`src/design/necir_pkg.sv`:
```
// ----------------------------------------------------------------------------
// necir_pkg: shared types and constants of the NEC IR pulse decoder
// Payload structs of the request and result channels, the register map,
// reset values of the control registers and the pulse-width windows.
// ----------------------------------------------------------------------------
`default_nettype none

package necir_pkg;

   // Field widths
   localparam int PULSE_W  = 16;
   localparam int BYTE_W   = 8;
   localparam int TICK_W   = 4;
   localparam int WORD_W   = 32;
   localparam int CSR_DATA_W = 32;
   localparam int CSR_ADDR_W = 4;

   // Request payload: one timer event
   typedef struct packed {
      logic               overflow_tick;
      logic               edge_captured;
      logic               pin_level;
      logic [PULSE_W-1:0] pulse_width;
   } req_payload_type;

   // Result payload: decoded key and repeat count
   typedef struct packed {
      logic [BYTE_W-1:0] key_code;
      logic [BYTE_W-1:0] repeat_count;
   } rsp_payload_type;

   // Control register values handed to the decoder core
   typedef struct packed {
      logic [BYTE_W-1:0] addr_high;
      logic [BYTE_W-1:0] addr_low;
      logic [TICK_W-1:0] timeout;
   } cfg_type;

   // Register map (word index = paddr[3:2])
   typedef enum logic [1:0] {
      CSR_ADDR_HIGH = 2'd0,
      CSR_ADDR_LOW  = 2'd1,
      CSR_TIMEOUT   = 2'd2
   } csr_index_type;

   localparam logic [BYTE_W-1:0] ADDR_HIGH_RESET = 8'h33;
   localparam logic [BYTE_W-1:0] ADDR_LOW_RESET  = 8'hB8;
   localparam logic [TICK_W-1:0] TIMEOUT_RESET   = 4'd14;

   // High-time windows in microseconds, bounds exclusive
   localparam logic [PULSE_W-1:0] BIT0_MIN   = 16'd300;
   localparam logic [PULSE_W-1:0] BIT0_MAX   = 16'd800;
   localparam logic [PULSE_W-1:0] BIT1_MIN   = 16'd1400;
   localparam logic [PULSE_W-1:0] BIT1_MAX   = 16'd1800;
   localparam logic [PULSE_W-1:0] REPEAT_MIN = 16'd2200;
   localparam logic [PULSE_W-1:0] REPEAT_MAX = 16'd2600;
   localparam logic [PULSE_W-1:0] LEADER_MIN = 16'd4200;
   localparam logic [PULSE_W-1:0] LEADER_MAX = 16'd4700;

endpackage

`default_nettype wire

```
`src/design/necir_stream_if.sv`:
```
// ----------------------------------------------------------------------------
// necir_stream_if: valid/ready channel
// Carries one request or result payload per handshake; the payload type is
// set per instance.
// ----------------------------------------------------------------------------
`default_nettype none

interface necir_stream_if #(
   parameter type payload_type = logic
);
   logic        valid;
   logic        ready;
   payload_type payload;

   modport source (output valid, output payload, input ready);
   modport sink   (input valid, input payload, output ready);
endinterface

`default_nettype wire

```
`src/design/necir_csr.sv`:
```
// ----------------------------------------------------------------------------
// necir_csr: control register block
// APB-style write and read of the expected address bytes and the leader
// timeout; presents the current values to the decoder core.
// ----------------------------------------------------------------------------
`default_nettype none

module necir_csr
   import necir_pkg::*;
(
   input  wire logic                  clock,
   input  wire logic                  reset,
   input  wire logic                  csr_psel,
   input  wire logic                  csr_penable,
   input  wire logic                  csr_pwrite,
   input  wire logic [CSR_ADDR_W-1:0] csr_paddr,
   input  wire logic [CSR_DATA_W-1:0] csr_pwdata,
   output      logic [CSR_DATA_W-1:0] csr_prdata,
   output      logic                  csr_pready,
   output      cfg_type               cfg
);

   cfg_type       cfg_ff;
   cfg_type       cfg_in;
   csr_index_type index;
   logic          wr_en;

   assign index      = csr_index_type'(csr_paddr[CSR_ADDR_W-1:2]);
   assign wr_en      = csr_psel && csr_penable && csr_pwrite;
   assign csr_pready = 1'b1;
   assign cfg        = cfg_ff;

   // Decode the write
   always_comb begin
      cfg_in = cfg_ff;
      if (wr_en) begin
         case (index)
            CSR_ADDR_HIGH: cfg_in.addr_high = csr_pwdata[BYTE_W-1:0];
            CSR_ADDR_LOW:  cfg_in.addr_low  = csr_pwdata[BYTE_W-1:0];
            CSR_TIMEOUT:   cfg_in.timeout   = csr_pwdata[TICK_W-1:0];
            default:       cfg_in = cfg_ff;
         endcase
      end
   end

   always_ff @(posedge clock) begin
      if (reset) begin
         cfg_ff.addr_high <= ADDR_HIGH_RESET;
         cfg_ff.addr_low  <= ADDR_LOW_RESET;
         cfg_ff.timeout   <= TIMEOUT_RESET;
      end else begin
         cfg_ff <= cfg_in;
      end
   end

   // Read back
   always_comb begin
      csr_prdata = '0;
      case (index)
         CSR_ADDR_HIGH: csr_prdata = CSR_DATA_W'(cfg_ff.addr_high);
         CSR_ADDR_LOW:  csr_prdata = CSR_DATA_W'(cfg_ff.addr_low);
         CSR_TIMEOUT:   csr_prdata = CSR_DATA_W'(cfg_ff.timeout);
         default:       csr_prdata = '0;
      endcase
   end

endmodule

`default_nettype wire

```
`src/design/necir_core.sv`:
```
// ----------------------------------------------------------------------------
// necir_core: decoder datapath
// Input register, one pass of tick, edge and frame-check logic over the
// decoder state, and a result register towards the result channel.
// ----------------------------------------------------------------------------
`default_nettype none

module necir_core
   import necir_pkg::*;
#(
   parameter int CAPTURE_BITS = 16
) (
   input  wire logic     clock,
   input  wire logic     reset,
   input  wire cfg_type  cfg,
   necir_stream_if.sink   req,
   necir_stream_if.source rsp
);

   localparam logic [PULSE_W-1:0] CAP_MASK = (CAPTURE_BITS >= PULSE_W) ? {PULSE_W{1'b1}} :
      PULSE_W'((32'd1 << CAPTURE_BITS) - 32'd1);

   // Pipeline registers
   logic            in_valid_ff;
   req_payload_type in_data_ff;
   logic            rsp_valid_ff;
   rsp_payload_type rsp_data_ff;

   // Decoder state
   logic              leader_seen_ff, leader_seen_in;
   logic              frame_done_ff,  frame_done_in;
   logic              rise_seen_ff,   rise_seen_in;
   logic [TICK_W-1:0] tick_count_ff,  tick_count_in;
   logic [WORD_W-1:0] shift_word_ff,  shift_word_in;
   logic [BYTE_W-1:0] repeats_ff,     repeats_in;
   logic [BYTE_W-1:0] key_in;

   logic advance;
   logic fire;
   logic req_fire;

   assign advance   = !rsp_valid_ff || rsp.ready;
   assign fire      = in_valid_ff && advance;
   assign req.ready = !in_valid_ff || advance;
   assign req_fire  = req.valid && req.ready;
   assign rsp.valid   = rsp_valid_ff;
   assign rsp.payload = rsp_data_ff;

   // Hold the accepted request
   always_ff @(posedge clock) begin
      if (reset) begin
         in_valid_ff <= 1'b0;
      end else if (req.ready) begin
         in_valid_ff <= req.valid;
      end
   end

   always_ff @(posedge clock) begin
      if (req_fire) begin
         in_data_ff <= req.payload;
      end
   end

   // Tick, edge and frame check in one pass
   always_comb begin
      logic [PULSE_W-1:0] t;
      logic [BYTE_W-1:0]  cmd;
      logic [BYTE_W-1:0]  inv;
      t   = in_data_ff.pulse_width & CAP_MASK;
      cmd = '0;
      inv = '0;

      leader_seen_in = leader_seen_ff;
      frame_done_in  = frame_done_ff;
      rise_seen_in   = rise_seen_ff;
      tick_count_in  = tick_count_ff;
      shift_word_in  = shift_word_ff;
      repeats_in     = repeats_ff;
      key_in         = '0;

      // Overflow tick: end of frame and leader timeout
      if (in_data_ff.overflow_tick && leader_seen_in) begin
         rise_seen_in = 1'b0;
         if (tick_count_in == '0) begin
            frame_done_in = 1'b1;
         end
         if (tick_count_in < cfg.timeout) begin
            tick_count_in = tick_count_in + TICK_W'(1);
         end else begin
            leader_seen_in = 1'b0;
            tick_count_in  = '0;
         end
      end

      // Captured edge: mark the rise, classify the high time on the fall
      if (in_data_ff.edge_captured) begin
         if (in_data_ff.pin_level) begin
            rise_seen_in = 1'b1;
         end else begin
            if (rise_seen_in) begin
               if (leader_seen_in) begin
                  if (t > BIT0_MIN && t < BIT0_MAX) begin
                     shift_word_in = {shift_word_in[WORD_W-2:0], 1'b0};
                  end else if (t > BIT1_MIN && t < BIT1_MAX) begin
                     shift_word_in = {shift_word_in[WORD_W-2:0], 1'b1};
                  end else if (t > REPEAT_MIN && t < REPEAT_MAX) begin
                     repeats_in    = repeats_in + BYTE_W'(1);
                     tick_count_in = '0;
                  end
               end else if (t > LEADER_MIN && t < LEADER_MAX) begin
                  leader_seen_in = 1'b1;
                  repeats_in     = '0;
               end
            end
            rise_seen_in = 1'b0;
         end
      end

      // Frame check: address bytes and command against its complement
      if (frame_done_in) begin
         cmd = shift_word_in[15:8];
         inv = shift_word_in[7:0];
         if (shift_word_in[31:24] == cfg.addr_high && shift_word_in[23:16] == cfg.addr_low &&
             cmd == ~inv) begin
            key_in = cmd;
         end
         if (key_in == '0 || !leader_seen_in) begin
            frame_done_in = 1'b0;
            repeats_in    = '0;
         end
      end
   end

   // Advance state on each processed request
   always_ff @(posedge clock) begin
      if (reset) begin
         leader_seen_ff <= 1'b0;
         frame_done_ff  <= 1'b0;
         rise_seen_ff   <= 1'b0;
         tick_count_ff  <= '0;
         shift_word_ff  <= '0;
         repeats_ff     <= '0;
      end else if (fire) begin
         leader_seen_ff <= leader_seen_in;
         frame_done_ff  <= frame_done_in;
         rise_seen_ff   <= rise_seen_in;
         tick_count_ff  <= tick_count_in;
         shift_word_ff  <= shift_word_in;
         repeats_ff     <= repeats_in;
      end
   end

   // Result register
   always_ff @(posedge clock) begin
      if (reset) begin
         rsp_valid_ff <= 1'b0;
      end else if (advance) begin
         rsp_valid_ff <= in_valid_ff;
      end
   end

   always_ff @(posedge clock) begin
      if (fire) begin
         rsp_data_ff.key_code     <= key_in;
         rsp_data_ff.repeat_count <= repeats_in;
      end
   end

   // Tick counter only runs while a leader is held
   a_tick_idle: assert property (@(posedge clock) disable iff (reset)
      !leader_seen_ff |-> tick_count_ff == '0)
      else $error("tick counter running without a leader");

   // Reported repeat count is the state left by that request
   a_repeat_match: assert property (@(posedge clock) disable iff (reset)
      fire |=> rsp_valid_ff && rsp_data_ff.repeat_count == repeats_ff)
      else $error("repeat count out of step with state");

   // A key is only reported for a frame whose address matched
   a_key_addr: assert property (@(posedge clock) disable iff (reset)
      fire && key_in != '0 |=> rsp_data_ff.key_code == shift_word_ff[15:8] &&
         shift_word_ff[31:24] == $past(cfg.addr_high))
      else $error("key reported without a matching frame");

endmodule

`default_nettype wire

```
`src/design/nec_ir_pulse_decoder.sv`:
```
// ----------------------------------------------------------------------------
// nec_ir_pulse_decoder: NEC-style infrared remote decoder
// Takes timer events (overflow tick, captured edge with pin level and high
// time), decodes leader, data bits and repeat codes, and returns the
// validated command byte and repeat count for every event.
//
//   Channel  Direction  Handshake              Payload
//   req_if   in         valid/ready            overflow_tick, edge_captured,
//                                              pin_level, pulse_width
//   rsp_if   out        valid/ready            key_code, repeat_count
//   csr_*    in/out     APB-style, pready = 1  address bytes, timeout
//
// One request a cycle is accepted while rsp_if is not stalled; each passes
// from the input register through a single pass of tick, edge and check
// logic into the result register, from which its result is presented.
// Reset is synchronous: it clears decoder state and presets the control registers.
// A stalled result holds in the result register while one further request
// is taken into the input register; beyond that req_if.ready drops.
// ----------------------------------------------------------------------------
`default_nettype none

module nec_ir_pulse_decoder
   import necir_pkg::*;
#(
   parameter int CAPTURE_BITS = 16
) (
   input  wire logic                  clock,
   input  wire logic                  reset,
   necir_stream_if.sink               req_if,
   necir_stream_if.source             rsp_if,
   input  wire logic                  csr_psel,
   input  wire logic                  csr_penable,
   input  wire logic                  csr_pwrite,
   input  wire logic [CSR_ADDR_W-1:0] csr_paddr,
   input  wire logic [CSR_DATA_W-1:0] csr_pwdata,
   output      logic [CSR_DATA_W-1:0] csr_prdata,
   output      logic                  csr_pready
);

   cfg_type cfg;

   // Control registers
   necir_csr u_csr (
      .clock       (clock),
      .reset       (reset),
      .csr_psel    (csr_psel),
      .csr_penable (csr_penable),
      .csr_pwrite  (csr_pwrite),
      .csr_paddr   (csr_paddr),
      .csr_pwdata  (csr_pwdata),
      .csr_prdata  (csr_prdata),
      .csr_pready  (csr_pready),
      .cfg         (cfg)
   );

   // Decoder datapath
   necir_core #(
      .CAPTURE_BITS (CAPTURE_BITS)
   ) u_core (
      .clock (clock),
      .reset (reset),
      .cfg   (cfg),
      .req   (req_if),
      .rsp   (rsp_if)
   );

endmodule

`default_nettype wire

```
`src/flat_wrapper.sv`:
```
// flat-port wrapper written by rule: the top's interface ports become plain ports
module nec_ir_pulse_decoder_flat import necir_pkg::*;
#(
   parameter int CAPTURE_BITS = 16
)
  (clock, reset, csr_psel, csr_penable, csr_pwrite, csr_paddr, csr_pwdata, csr_prdata, csr_pready, req_if_valid, req_if_payload, req_if_ready, rsp_if_valid, rsp_if_payload, rsp_if_ready);
  necir_stream_if #(.payload_type(req_payload_type)) req_if_i ();
  necir_stream_if #(.payload_type(rsp_payload_type)) rsp_if_i ();
  input  wire logic clock;
  input  wire logic reset;
  input  wire logic csr_psel;
  input  wire logic csr_penable;
  input  wire logic csr_pwrite;
  input  wire logic [CSR_ADDR_W-1:0] csr_paddr;
  input  wire logic [CSR_DATA_W-1:0] csr_pwdata;
  output      logic [CSR_DATA_W-1:0] csr_prdata;
  output      logic csr_pready;
  input wire logic [$bits(req_if_i.valid)-1:0] req_if_valid;
  input wire logic [$bits(req_if_i.payload)-1:0] req_if_payload;
  output wire logic [$bits(req_if_i.ready)-1:0] req_if_ready;
  output wire logic [$bits(rsp_if_i.valid)-1:0] rsp_if_valid;
  output wire logic [$bits(rsp_if_i.payload)-1:0] rsp_if_payload;
  input wire logic [$bits(rsp_if_i.ready)-1:0] rsp_if_ready;
  assign req_if_i.valid = req_if_valid;
  assign req_if_i.payload = req_if_payload;
  assign req_if_ready = req_if_i.ready;
  assign rsp_if_valid = rsp_if_i.valid;
  assign rsp_if_payload = rsp_if_i.payload;
  assign rsp_if_i.ready = rsp_if_ready;
  nec_ir_pulse_decoder #(.CAPTURE_BITS(CAPTURE_BITS)) u_core (.clock(clock), .reset(reset), .req_if(req_if_i), .rsp_if(rsp_if_i), .csr_psel(csr_psel), .csr_penable(csr_penable), .csr_pwrite(csr_pwrite), .csr_paddr(csr_paddr), .csr_pwdata(csr_pwdata), .csr_prdata(csr_prdata), .csr_pready(csr_pready));
endmodule
```
`config.mk`:
```
export PLATFORM = sky130hd
export DESIGN_NAME = nec_ir_pulse_decoder_flat
export DESIGN_NICKNAME = d
export VERILOG_FILES = /design/src/design/necir_pkg.sv /design/src/design/necir_stream_if.sv /design/src/design/necir_csr.sv /design/src/design/necir_core.sv /design/src/design/nec_ir_pulse_decoder.sv /design/src/flat_wrapper.sv
export SDC_FILE = /design/constraint.sdc
export NUM_CORES = 1
export LEC_CHECK = 0
export CELL_PAD_IN_SITES_DETAIL_PLACEMENT = 1
export CELL_PAD_IN_SITES_GLOBAL_PLACEMENT = 2
export CORE_ASPECT_RATIO = 0.7
export CORE_MARGIN = 2
export CORE_UTILIZATION = 39
export DETAILED_ROUTE_END_ITERATION = 10
export DONT_BUFFER_PORTS = 1
export PLACE_DENSITY_LB_ADDON = 0.1
export SETUP_SLACK_MARGIN = 0.1
export SLEW_MARGIN = 10
export SYNTH_ARGS = -nofsm -noshare
export SYNTH_HDL_FRONTEND = slang
export SYNTH_SLANG_ARGS = --single-unit
export TNS_END_PERCENT = 100
```
`constraint.sdc`:
```
create_clock -name clock -period 3.68 [get_ports clock]
set_input_delay 0.552 -clock clock [delete_from_list [all_inputs] [get_ports clock]]
set_output_delay 0.552 -clock clock [all_outputs]
set_load 0.01 [all_outputs]
```
Word-level counts from Yosys, hierarchy flattened
Index checks and enable logic that the tools add are counted.

cells by class
  add/subtract/negate cells = 2
  $lt $le $gt $ge = 9
  eq/ne operators = 5
  muxes and demuxes = 42
  bitwise gates (word level) = 1
  reductions and logical operators = 23

operators by type and width
  operator                                                         number
  2-to-1 mux 32 bit                                                6
  2-to-1 mux 8 bit                                                 12
  2-to-1 mux 4 bit                                                 9
  equality test 8 bit                                              3
  one-hot mux 8 bit (3 select lines)                               1
  greater-than comparator 16 x 11 -> 1 bit, second input constant  1
  greater-than comparator 16 x 12 -> 1 bit, second input constant  1
  greater-than comparator 16 x 13 -> 1 bit, second input constant  1
  greater-than comparator 16 x 9 -> 1 bit, second input constant   1
  < comparator 16 x 10 -> 1 bit, second input constant             1
  < comparator 16 x 11 -> 1 bit, second input constant             1
  < comparator 16 x 12 -> 1 bit, second input constant             1
  < comparator 16 x 13 -> 1 bit, second input constant             1
  2-to-1 mux 1 bit                                                 14
  logical AND 1 bit                                                11
  adder 8 x 1 -> 8 bit, second input constant                      1
  zero test 8 bit                                                  1
  NOT 8 bit                                                        1
  AND reduction 2 bit                                              3
  adder 4 x 1 -> 4 bit, second input constant                      1
  zero test 4 bit                                                  1
  < comparator 4 bit                                               1
  zero test 1 bit                                                  3
  logical OR 1 bit                                                 3
  other kinds (3)                                                  3

word-level totals
  bits in registers = 104
  input bits = 62
  output and inout bits = 51

Depth between registers and ports, before layout
Gate-level depths: netlist of the first run.

  word-level depth = 17
  depth in mapped cells = 13
  gate-level depth less buffers = 10

By module
A second synthesis of the first run with hierarchy kept.

second synthesis, totals
  cell total of the unflattened synthesis = 656
  area, all modules = 5854.4 um^2

by module, submodules not included
  module      instances  cells an instance  area each (um^2)  seq. area each (um^2)
  necir_core  1          522                4647.0            2031.9
  necir_csr   1          134                1207.4            400.4

Worst setup path after synthesis of the first run
Ideal clock, no wire load.

  kind = flip-flop to flip-flop
  from = reg u_core.u_core.in_data_ff[5] in the netlist's numbering
  to = reg u_core.u_core.frame_done_ff
  setup time = 0.071 ns
  arrival time = 2.808 ns
  data required time = 3.609 ns
  setup slack = 0.801 ns
  stages on the path, launching flop included = 13
  buffers on the path = 3
  period minus slack after synthesis = 2.879 ns
  path through = edfxtp_1 -> clkbuf_1 -> o31ai_1 -> a211o_1 -> a221oi_1 -> a21o_1 -> buf_6 -> mux2i_1 -> o221ai_1 -> or3_1 -> buf_6 -> or3_1 -> a21oi_1

between the ends
  word-level cells in the longest chain between the ends = 17
  elaborated cells on any way between the ends = 33
  those cells by class = 6 x order compare; 3 x eq/ne; 15 x mux; 1 x bitwise; 8 x reduce/logical

ends and longest elaborated chain
  what                                                                                       RTL line                              RTL
  start, declared                                                                            necir_core.sv:25                      req_payload_type in_data_ff;
  start signal, assigned                                                                     necir_core.sv:60                      in_data_ff <= req.payload;
  greater-than comparator 16 x 11 -> 1 bit or < comparator 16 x 11 -> 1 bit (tied branches)  necir_core.sv:104                     end else if (t > BIT1_MIN && t < BIT1_MAX) begin
  logical AND 1 bit                                                                          necir_core.sv:104
  2-to-1 mux 32 bit                                                                          necir_core.sv:104
  2-to-1 mux 32 bit                                                                          necir_core.sv:102                     if (t > BIT0_MIN && t < BIT0_MAX) begin
  2-to-1 mux 32 bit                                                                          necir_core.sv:101                     if (leader_seen_in) begin
  2-to-1 mux 32 bit                                                                          necir_core.sv:100                     if (rise_seen_in) begin
  2-to-1 mux 32 bit                                                                          necir_core.sv:97                      if (in_data_ff.pin_level) begin
  2-to-1 mux 32 bit                                                                          necir_core.sv:96                      if (in_data_ff.edge_captured) begin
  equality test 8 bit or NOT 8 bit (tied branches)                                           necir_core.sv:123, necir_core.sv:124
  logical AND 1 bit or equality test 8 bit (tied branches)                                   necir_core.sv:123, necir_core.sv:124
  logical AND 1 bit                                                                          necir_core.sv:123                     if (shift_word_in[31:24] == cfg.addr_high && shift_word_in[23:16] == cfg.addr_low &&
  2-to-1 mux 8 bit                                                                           necir_core.sv:123
  2-to-1 mux 8 bit                                                                           necir_core.sv:120                     if (frame_done_in) begin
  zero test 8 bit                                                                            necir_core.sv:127                     if (key_in == '0 || !leader_seen_in) begin
  logical OR 1 bit *                                                                         necir_core.sv:127
  2-to-1 mux 1 bit *                                                                         necir_core.sv:127
  2-to-1 mux 1 bit *                                                                         necir_core.sv:120
  end signal, assigned                                                                       necir_core.sv:145                     frame_done_ff <= frame_done_in;
  end, declared                                                                              necir_core.sv:31                      logic frame_done_ff, frame_done_in;

Mark *: on every way between the ends. The rest lies on a longest branch, timed or not. The select of a mux whose other input is x is not followed.
A chain may end at the register's enable or synchronous reset.

Worst setup path after layout of the first run
  from = reg u_core.u_core.in_data_ff[18] in the netlist's numbering
  to = reg u_core.u_core.repeats_ff[2]

between the ends
  word-level cells in the longest chain between the ends = 15
  elaborated cells on any way between the ends = 29
  those cells by class = 3 x eq/ne; 19 x mux; 1 x bitwise; 6 x reduce/logical

ends and longest elaborated chain
  what                                                      RTL line                              RTL
  logical AND 1 bit *                                       necir_core.sv:82                      if (in_data_ff.overflow_tick && leader_seen_in) begin
  2-to-1 mux 1 bit                                          necir_core.sv:82
  2-to-1 mux 32 bit                                         necir_core.sv:101
  2-to-1 mux 32 bit                                         necir_core.sv:100
  2-to-1 mux 32 bit                                         necir_core.sv:97
  2-to-1 mux 32 bit                                         necir_core.sv:96
  equality test 8 bit or NOT 8 bit (tied branches)          necir_core.sv:123, necir_core.sv:124
  logical AND 1 bit or equality test 8 bit (tied branches)  necir_core.sv:123, necir_core.sv:124
  logical AND 1 bit                                         necir_core.sv:123
  2-to-1 mux 8 bit                                          necir_core.sv:123
  2-to-1 mux 8 bit                                          necir_core.sv:120
  zero test 8 bit                                           necir_core.sv:127
  logical OR 1 bit                                          necir_core.sv:127
  2-to-1 mux 8 bit                                          necir_core.sv:127
  2-to-1 mux 8 bit *                                        necir_core.sv:120
  named net u_core.u_core.repeats_in[2]                     necir_core.sv:35                      logic [BYTE_W-1:0] repeats_ff, repeats_in;
  end signal, assigned                                      necir_core.sv:149                     repeats_ff <= repeats_in;
  end, declared                                             necir_core.sv:35

Mark *: on every way through the listed nets, which the timed path passes. The rest lies on a longest branch. The select of a mux whose other input is x is not followed.

==> out/metrics.cfg, run 1 <==
[outcome]
status=finished, final reports clean

[place]
place_area_mm2=0.00548
gp_congestion=0.825
port_buffers=0
dp_hpwl_um=9940

[routing]
wl_um=13400
ant_nets=0
routedWlPerCell_um=17.7
first_iter_violations=171
drcViolationCount=0
dr.pass1.iters=4
viasPerCell=5.34
num_vias=4060

[worst_hold_path]
holdCritPathClass=in -> reg

[global_routing]
grt_max_degree=55
grt_pass1_wl_um=21800
grt_overflow=0
antenna_found_initial=1
grt_use_total=0.192
grt_pass1_vias=4066

[synthesis]
yosys.area.top_type=dfxtp_1
synth_edf_count=35
yosys.area_share.xor_xnor=0.0425
ys_top_cells_by_area=dfxtp_1 26%, edfxtp_1 20%, mux2i_1 11%
async_flop_share=0
syn_area_per_cell_um2=9.34
synth_seq_cells=104
yosysSeqAreaShare=0.454
synth_top_area_frac=0.258
yosysWarnings=0
syn_inst=574
synth_ff_type=dfxtp_1
synth_top_family_by_area=simple AND/OR/NAND/NOR gates
synthMuxAreaShare=0.109
yosysUniqueCellTypes=60
syn_area_mm2=0.00536
synthAdderAreaFrac=0.0140
yosys.area_share.simple=0.176
synth_compound_area_frac=0.130

[pwr]
swShare=0.236
power.share.clock=0.426
vdd_drop_max_mv=0.324
power_frac_comb=0.040
p_leak_uw=0.00212
switchingPower_uw=549
seqPwrFrac=0.534
p_int_uw=1780
p_per_area_mw_per_mm2=402

[worst_setup_path]
cp-start-kind=flip-flop
required_ns=3.97
end_kind=flip-flop
cp.arrival_ns=3.59
crit_fanout=13
worstSetupPathType=reg -> reg

[floorplanning]
ios=113
dieHeight_um=102
die_w_um=144
std_cell_rows=35
die_area_mm2=0.0147
start_util=0.403
fp.coreArea_mm2=0.0133

[clocking]
cts_sinks=104
postCtsHoldBufs=0
clk_pin_slew_ns=0.08
cts_setup_buffers=0
cts_made_buffers=9
clockBufferDepth=2
cts_tree=built
htreeDepth=3
clock_latency_ns=0.35
ctsRootBufferMaster=clkbuf_16

[sta]
worst_slew_margin_rel=0.447
fin_crit_sh=0.894
worst_slew_pin_slew_ns=0.827
fin_tns_setup_ns=0
period_needed_ns=3.29
setup_viol=0
fin_skew_ns=0.00990
slew_viol_final=0
rsz0062_at_grt=false
max_freq_mhz=304
hold_violations=0

[layout]
final_area_mm2=0.00579
fillerInstances=1534
layout-drive-gt1-share=0.0696
finalNetCount=638
area_growth_pct=7.98
final_common_cell=nor2_1
final_cell_mix=83 x nor2_1, 69 x dfxtp_1, 57 x mux2i_1, 47 x nand2_1, 35 x edfxtp_1

[run]
max_cap_viol_count=0

[stage by stage]
| stage | setup WS, ns | power [uW] | util | cells | hold WS [ns] |
|---|---|---|---|---|---|
| after global routing | 0.134 | 2420 | 0.435 | 760 | 0.259 |
| after global placement | 0.234 | 1360 | 0.411 | 744 | 0.446 |
| after detailed placement | 0.276 | 1360 | 0.411 | 744 | 0.445 |
| after floorplan | 0.801 | 1360 | - | 597 | 0.432 |
| final | 0.390 | 2330 | 0.435 | 761 | 0.277 |
| after CTS | 0.262 | 2360 | 0.434 | 760 | 0.262 |
[power by group through the flow]
| stage | clock network, uW | registers, uW | logic [uW] |
|---|---|---|---|
| 6_report | 991 | 1240 | 94.2 |
| 5_1_grt | 1070 | 1250 | 106 |
| 4_1_cts | 1020 | 1240 | 94.2 |
| 3_5_place_dp | 0 | 1270 | 93.8 |
| 3_3_place_gp | 0 | 1270 | 91.8 |
| 2_1_floorplan | 0 | 1260 | 104 |
[repair_timing]
action                                  in CTS  in global routing
resized for setup                            0                  1
endpoints found under the setup margin       0                  8
endpoints found under the hold margin        0                  0
[sequential cells by signal, summed over array words and instances (netlist names)]
register and count:
u_core.u_core.rise_seen_ff 1, u_core.u_core.rsp.payload 16, u_core.u_core.rsp.valid 1, u_core.u_core.in_data_ff 19, u_core.u_core.tick_count_ff 4, u_core.u_core.in_valid_ff 1
u_core.u_core.leader_seen_ff 1, u_core.u_core.repeats_ff 8, u_core.u_core.frame_done_ff 1, u_core.u_csr.cfg 20, u_core.u_core.shift_word_ff 32
[routing by layer]
layer  wire [um]  GRT usage
met3         790     0.0548
met4         107     0.0358
met5           0          0
met2        5480      0.283
met1        7060      0.281
[cell usage after synthesis, types with 3 or more instances]
| cell | n |
|---|---|
| nor2_1 | 83 |
| dfxtp_1 | 69 |
| mux2i_1 | 57 |
| nand2_1 | 47 |
| edfxtp_1 | 35 |
| a21oi_1 | 27 |
| buf_4 | 26 |
| inv_1 | 24 |
| xor2_1 | 17 |
| clkbuf_1 | 16 |
| o21ai_0 | 15 |
| nor3_1 | 13 |
| nand4_1 | 9 |
| xnor2_1 | 9 |
| nor4_1 | 8 |
| nand3_1 | 7 |
| o211ai_1 | 7 |
| a211oi_1 | 6 |
| a31o_2 | 6 |
| and2_1 | 6 |
| ha_1 | 6 |
| buf_2 | 5 |
| o221ai_1 | 5 |
| or3_1 | 5 |
| a31oi_1 | 4 |
| nor2b_1 | 4 |
| o22ai_1 | 4 |
| a21o_1 | 3 |
| a222oi_1 | 3 |
| a22oi_1 | 3 |
| and3_1 | 3 |
| nand3b_1 | 3 |
| or4_1 | 3 |
[cells by family after synthesis]
group	count (synthesis)
and+or+nand+nor	202
DFF	104
adders and majority gates	6
buffers and inverters	75
AOI/OAI and AO/OA	101
xor gates and xnor gates	26
other	2
muxes	58
[critical path, cell delays in order (launching register included)]
cell,delay [ns]
edfxtp_1,0.51
nor4b_2,0.38
nand4_1,0.19
a211oi_1,0.28
buf_4,0.18
a21o_1,0.27
mux2i_1,0.22
o221ai_1,0.20
o31a_1,0.52
a311oi_2,0.30
a31o_2,0.19
[worst paths after layout]
check | from | end | slack, ns | cells after the start
max | u_core.u_core.in_data_ff[18] | u_core.u_core.repeats_ff[2] | 0.39 | 10
min | reset | u_core.u_core.repeats_ff[6] | 0.28 | 1
max reg2reg | u_core.u_core.in_data_ff[18] | u_core.u_core.repeats_ff[2] | 0.39 | 10
min reg2reg | u_core.u_core.frame_done_ff | u_core.u_core.frame_done_ff | 0.47 | 2
[area by class of cell]
class	count	area [um^2]	share of cell area
multi-input cells	418	2620	0.453
clock inverters	7	78.8	0.0136
flip-flops and latches	104	2430	0.420
diodes	1	2.50	0.000432
well taps	185	231	0.0400
inverters	25	93.8	0.0162
clock buffers	9	225	0.0389
repair buffers	12	103	0.0177
(Power assumes the default switching activity.)
==> run 2, diff against run 1 <==
==> constraint.sdc (replaced) <==
create_clock -name clock -period 3.68 [get_ports clock]
set_input_delay 0.368 -clock clock [delete_from_list [all_inputs] [get_ports clock]]
set_output_delay 0.368 -clock clock [all_outputs]
set_load 0.01 [all_outputs]
==> run 2 against run 1 <==
Wire length is 0.15% lower. Largest power group unchanged. Clock-buffer cell count is 1 higher. Combinational power is 0.8% lower. Register-to-register slack worse by 0.05 ns. Non-clock buffer count is 1 lower. Maximum frequency is 1.4% lower. Sequential share of layout area is 0.22 points higher. Setup slack worse by 0.046 ns. Die area stayed put.
==> out/metrics.cfg, run 2 (same netlist as run 1, synthesis figures left out) <==
[worst_setup_path]
required_ns=3.98
cp-start-kind=flip-flop
crit_fanout=13
worstSetupPathType=reg -> reg
slowest_stage=edfxtp_1
slowest_delay_ns=0.54
cp.arrival_ns=3.63
worstPathCellList=or3_1 -> o31a_1 -> o21ai_1 -> a21o_1 -> mux2i_1 -> o221ai_1 -> o31a_2 -> a311oi_2 -> a31o_2
critPathLaunch=u_core.u_core.in_data_ff[7]
end_kind=flip-flop
reg2reg_from=u_core.u_core.in_data_ff[7]

[layout]
final_common_cell=nor2_1
area_growth_pct=7.42
largest_reg_flops=32
final_cell_mix=83 x nor2_1, 69 x dfxtp_1, 57 x mux2i_1, 47 x nand2_1, 35 x edfxtp_1
regMostFlops=u_core.u_core.shift_word_ff
finalNetCount=637
utilization=0.433
layout-drive-gt1-share=0.0679

[clocking]
cts_tree=built
clk_pin_slew_ns=0.07
clock_latency_ns=0.35
ctsRootBufferMaster=clkbuf_16
cts_made_buffers=9
cts_sinks=104
htreeDepth=3
cts_setup_buffers=0
clockBufferDepth=2

[floorplanning]
die_w_um=144
start_util=0.403
fp.coreArea_mm2=0.0133
std_cell_rows=35
die_area_mm2=0.0147
ios=113
dieHeight_um=102

[routing]
dr.pass1.iters=4
drcViolationCount=0
first_iter_violations=196
routedWlPerCell_um=17.7
wl_um=13400
viasPerCell=5.38
ant_nets=0
num_vias=4087

[place]
port_buffers=0
place_ws_ns=0.216
dp_hpwl_um=9840
gp_congestion=0.822

[sta]
period_needed_ns=3.34
final.setup.worst_slack_ns=0.344
rsz0062_at_grt=false
fin_tns_setup_ns=0
worst_slew_margin_rel=0.406
hold_violations=0
fin_crit_sh=0.907
worst_slew_pin_slew_ns=0.889
hold-worst-slack_ns=0.0852
fin_skew_ns=0.00874
setup_viol=0
max_freq_mhz=300
slew_viol_final=0

[global_routing]
grt_overflow=0
grt_pass1_vias=4064
grt_pass1_wl_um=21600
grt_max_degree=55
grt_use_total=0.190
antenna_found_initial=1

[worst_hold_path]
min_from=reset
holdCritPathClass=in -> reg

[pwr]
p_per_area_mw_per_mm2=393
vdd_drop_max_mv=0.227
p_leak_uw=0.00210
finalPower_uw=2260

[outcome]
status=finished, final reports clean

[run]
max_cap_viol_count=0

[run 2: cell types whose count changed in the layout (fill, tap and decap cells not counted), sizes merged]
cell / previous run / this run
clkbuf: 9 / 10
clkinvlp: 0 / 1
buf: 12 / 11
bufinv: 1 / 0
clkinv: 4 / 1
inv: 27 / 29
[run 2: routing by layer]
| layer | vias to the layer above | share of wire | track usage |
|---|---|---|---|
| met3 | 5 | 0.056 | 0.0525 |
| met1 | 1993 | 0.52 | 0.280 |
| met4 | 0 | 0.0060 | 0.0418 |
| met2 | 96 | 0.41 | 0.280 |
| met5 | - | 0 | 0 |
| li1 | 1993 | - | - |
[run 2: through the flow]
step,cells,cell area [um^2]
3_5_place_dp,743,5470
3_3_place_gp,743,5470
4_1_cts,759,5750
5_1_grt,759,5760
2_1_floorplan,597,5450
6_report,760,5760
[run 2: worst paths after layout]
| kind | end | slack [ns] | depth (start not counted) |
|---|---|---|---|
| max | u_core.u_core.repeats_ff[5] | 0.34 | 9 |
| min | u_core.u_core.repeats_ff[6] | 0.09 | 1 |
| max reg2reg | u_core.u_core.repeats_ff[5] | 0.34 | 9 |
| min reg2reg | u_core.u_core.frame_done_ff | 0.47 | 2 |
[run 2: final cells by class]
type / count / area (um^2)
timing repair buffer: 11 / 95.1
fill: 1559 / 7550
sequential: 104 / 2430
clock buffer: 10 / 239
antenna: 1 / 2.50
tap: 185 / 231
clock inverter: 6 / 41.3
multi-input combinational: 418 / 2620
inverter: 25 / 93.8
[run 2: worst max-delay path, delay by kind of cell (launching register included)]
| kind | cells | cell delay [ns] |
|---|---|---|
| AO/OA/AOI/OAI | 7 | 2.08 |
| flip-flops | 1 | 0.54 |
| AND/OR/NAND/NOR | 1 | 0.42 |
| multiplexers | 1 | 0.23 |
[run 2: where the power goes]
part	total [uW]	leakage, uW	internal (uW)	switching [uW]
logic	93.4	0.00108	28.3	65.1
registers	1240	0.000887	1210	29.6
clock network	928	0.000142	481	446
[run 2: repair_timing]
item                                    4_1_cts  5_1_grt
endpoints found under the hold margin         0        0
hold buffers                                  0        0
resized for setup                             0        2
endpoints found under the setup margin        0        9
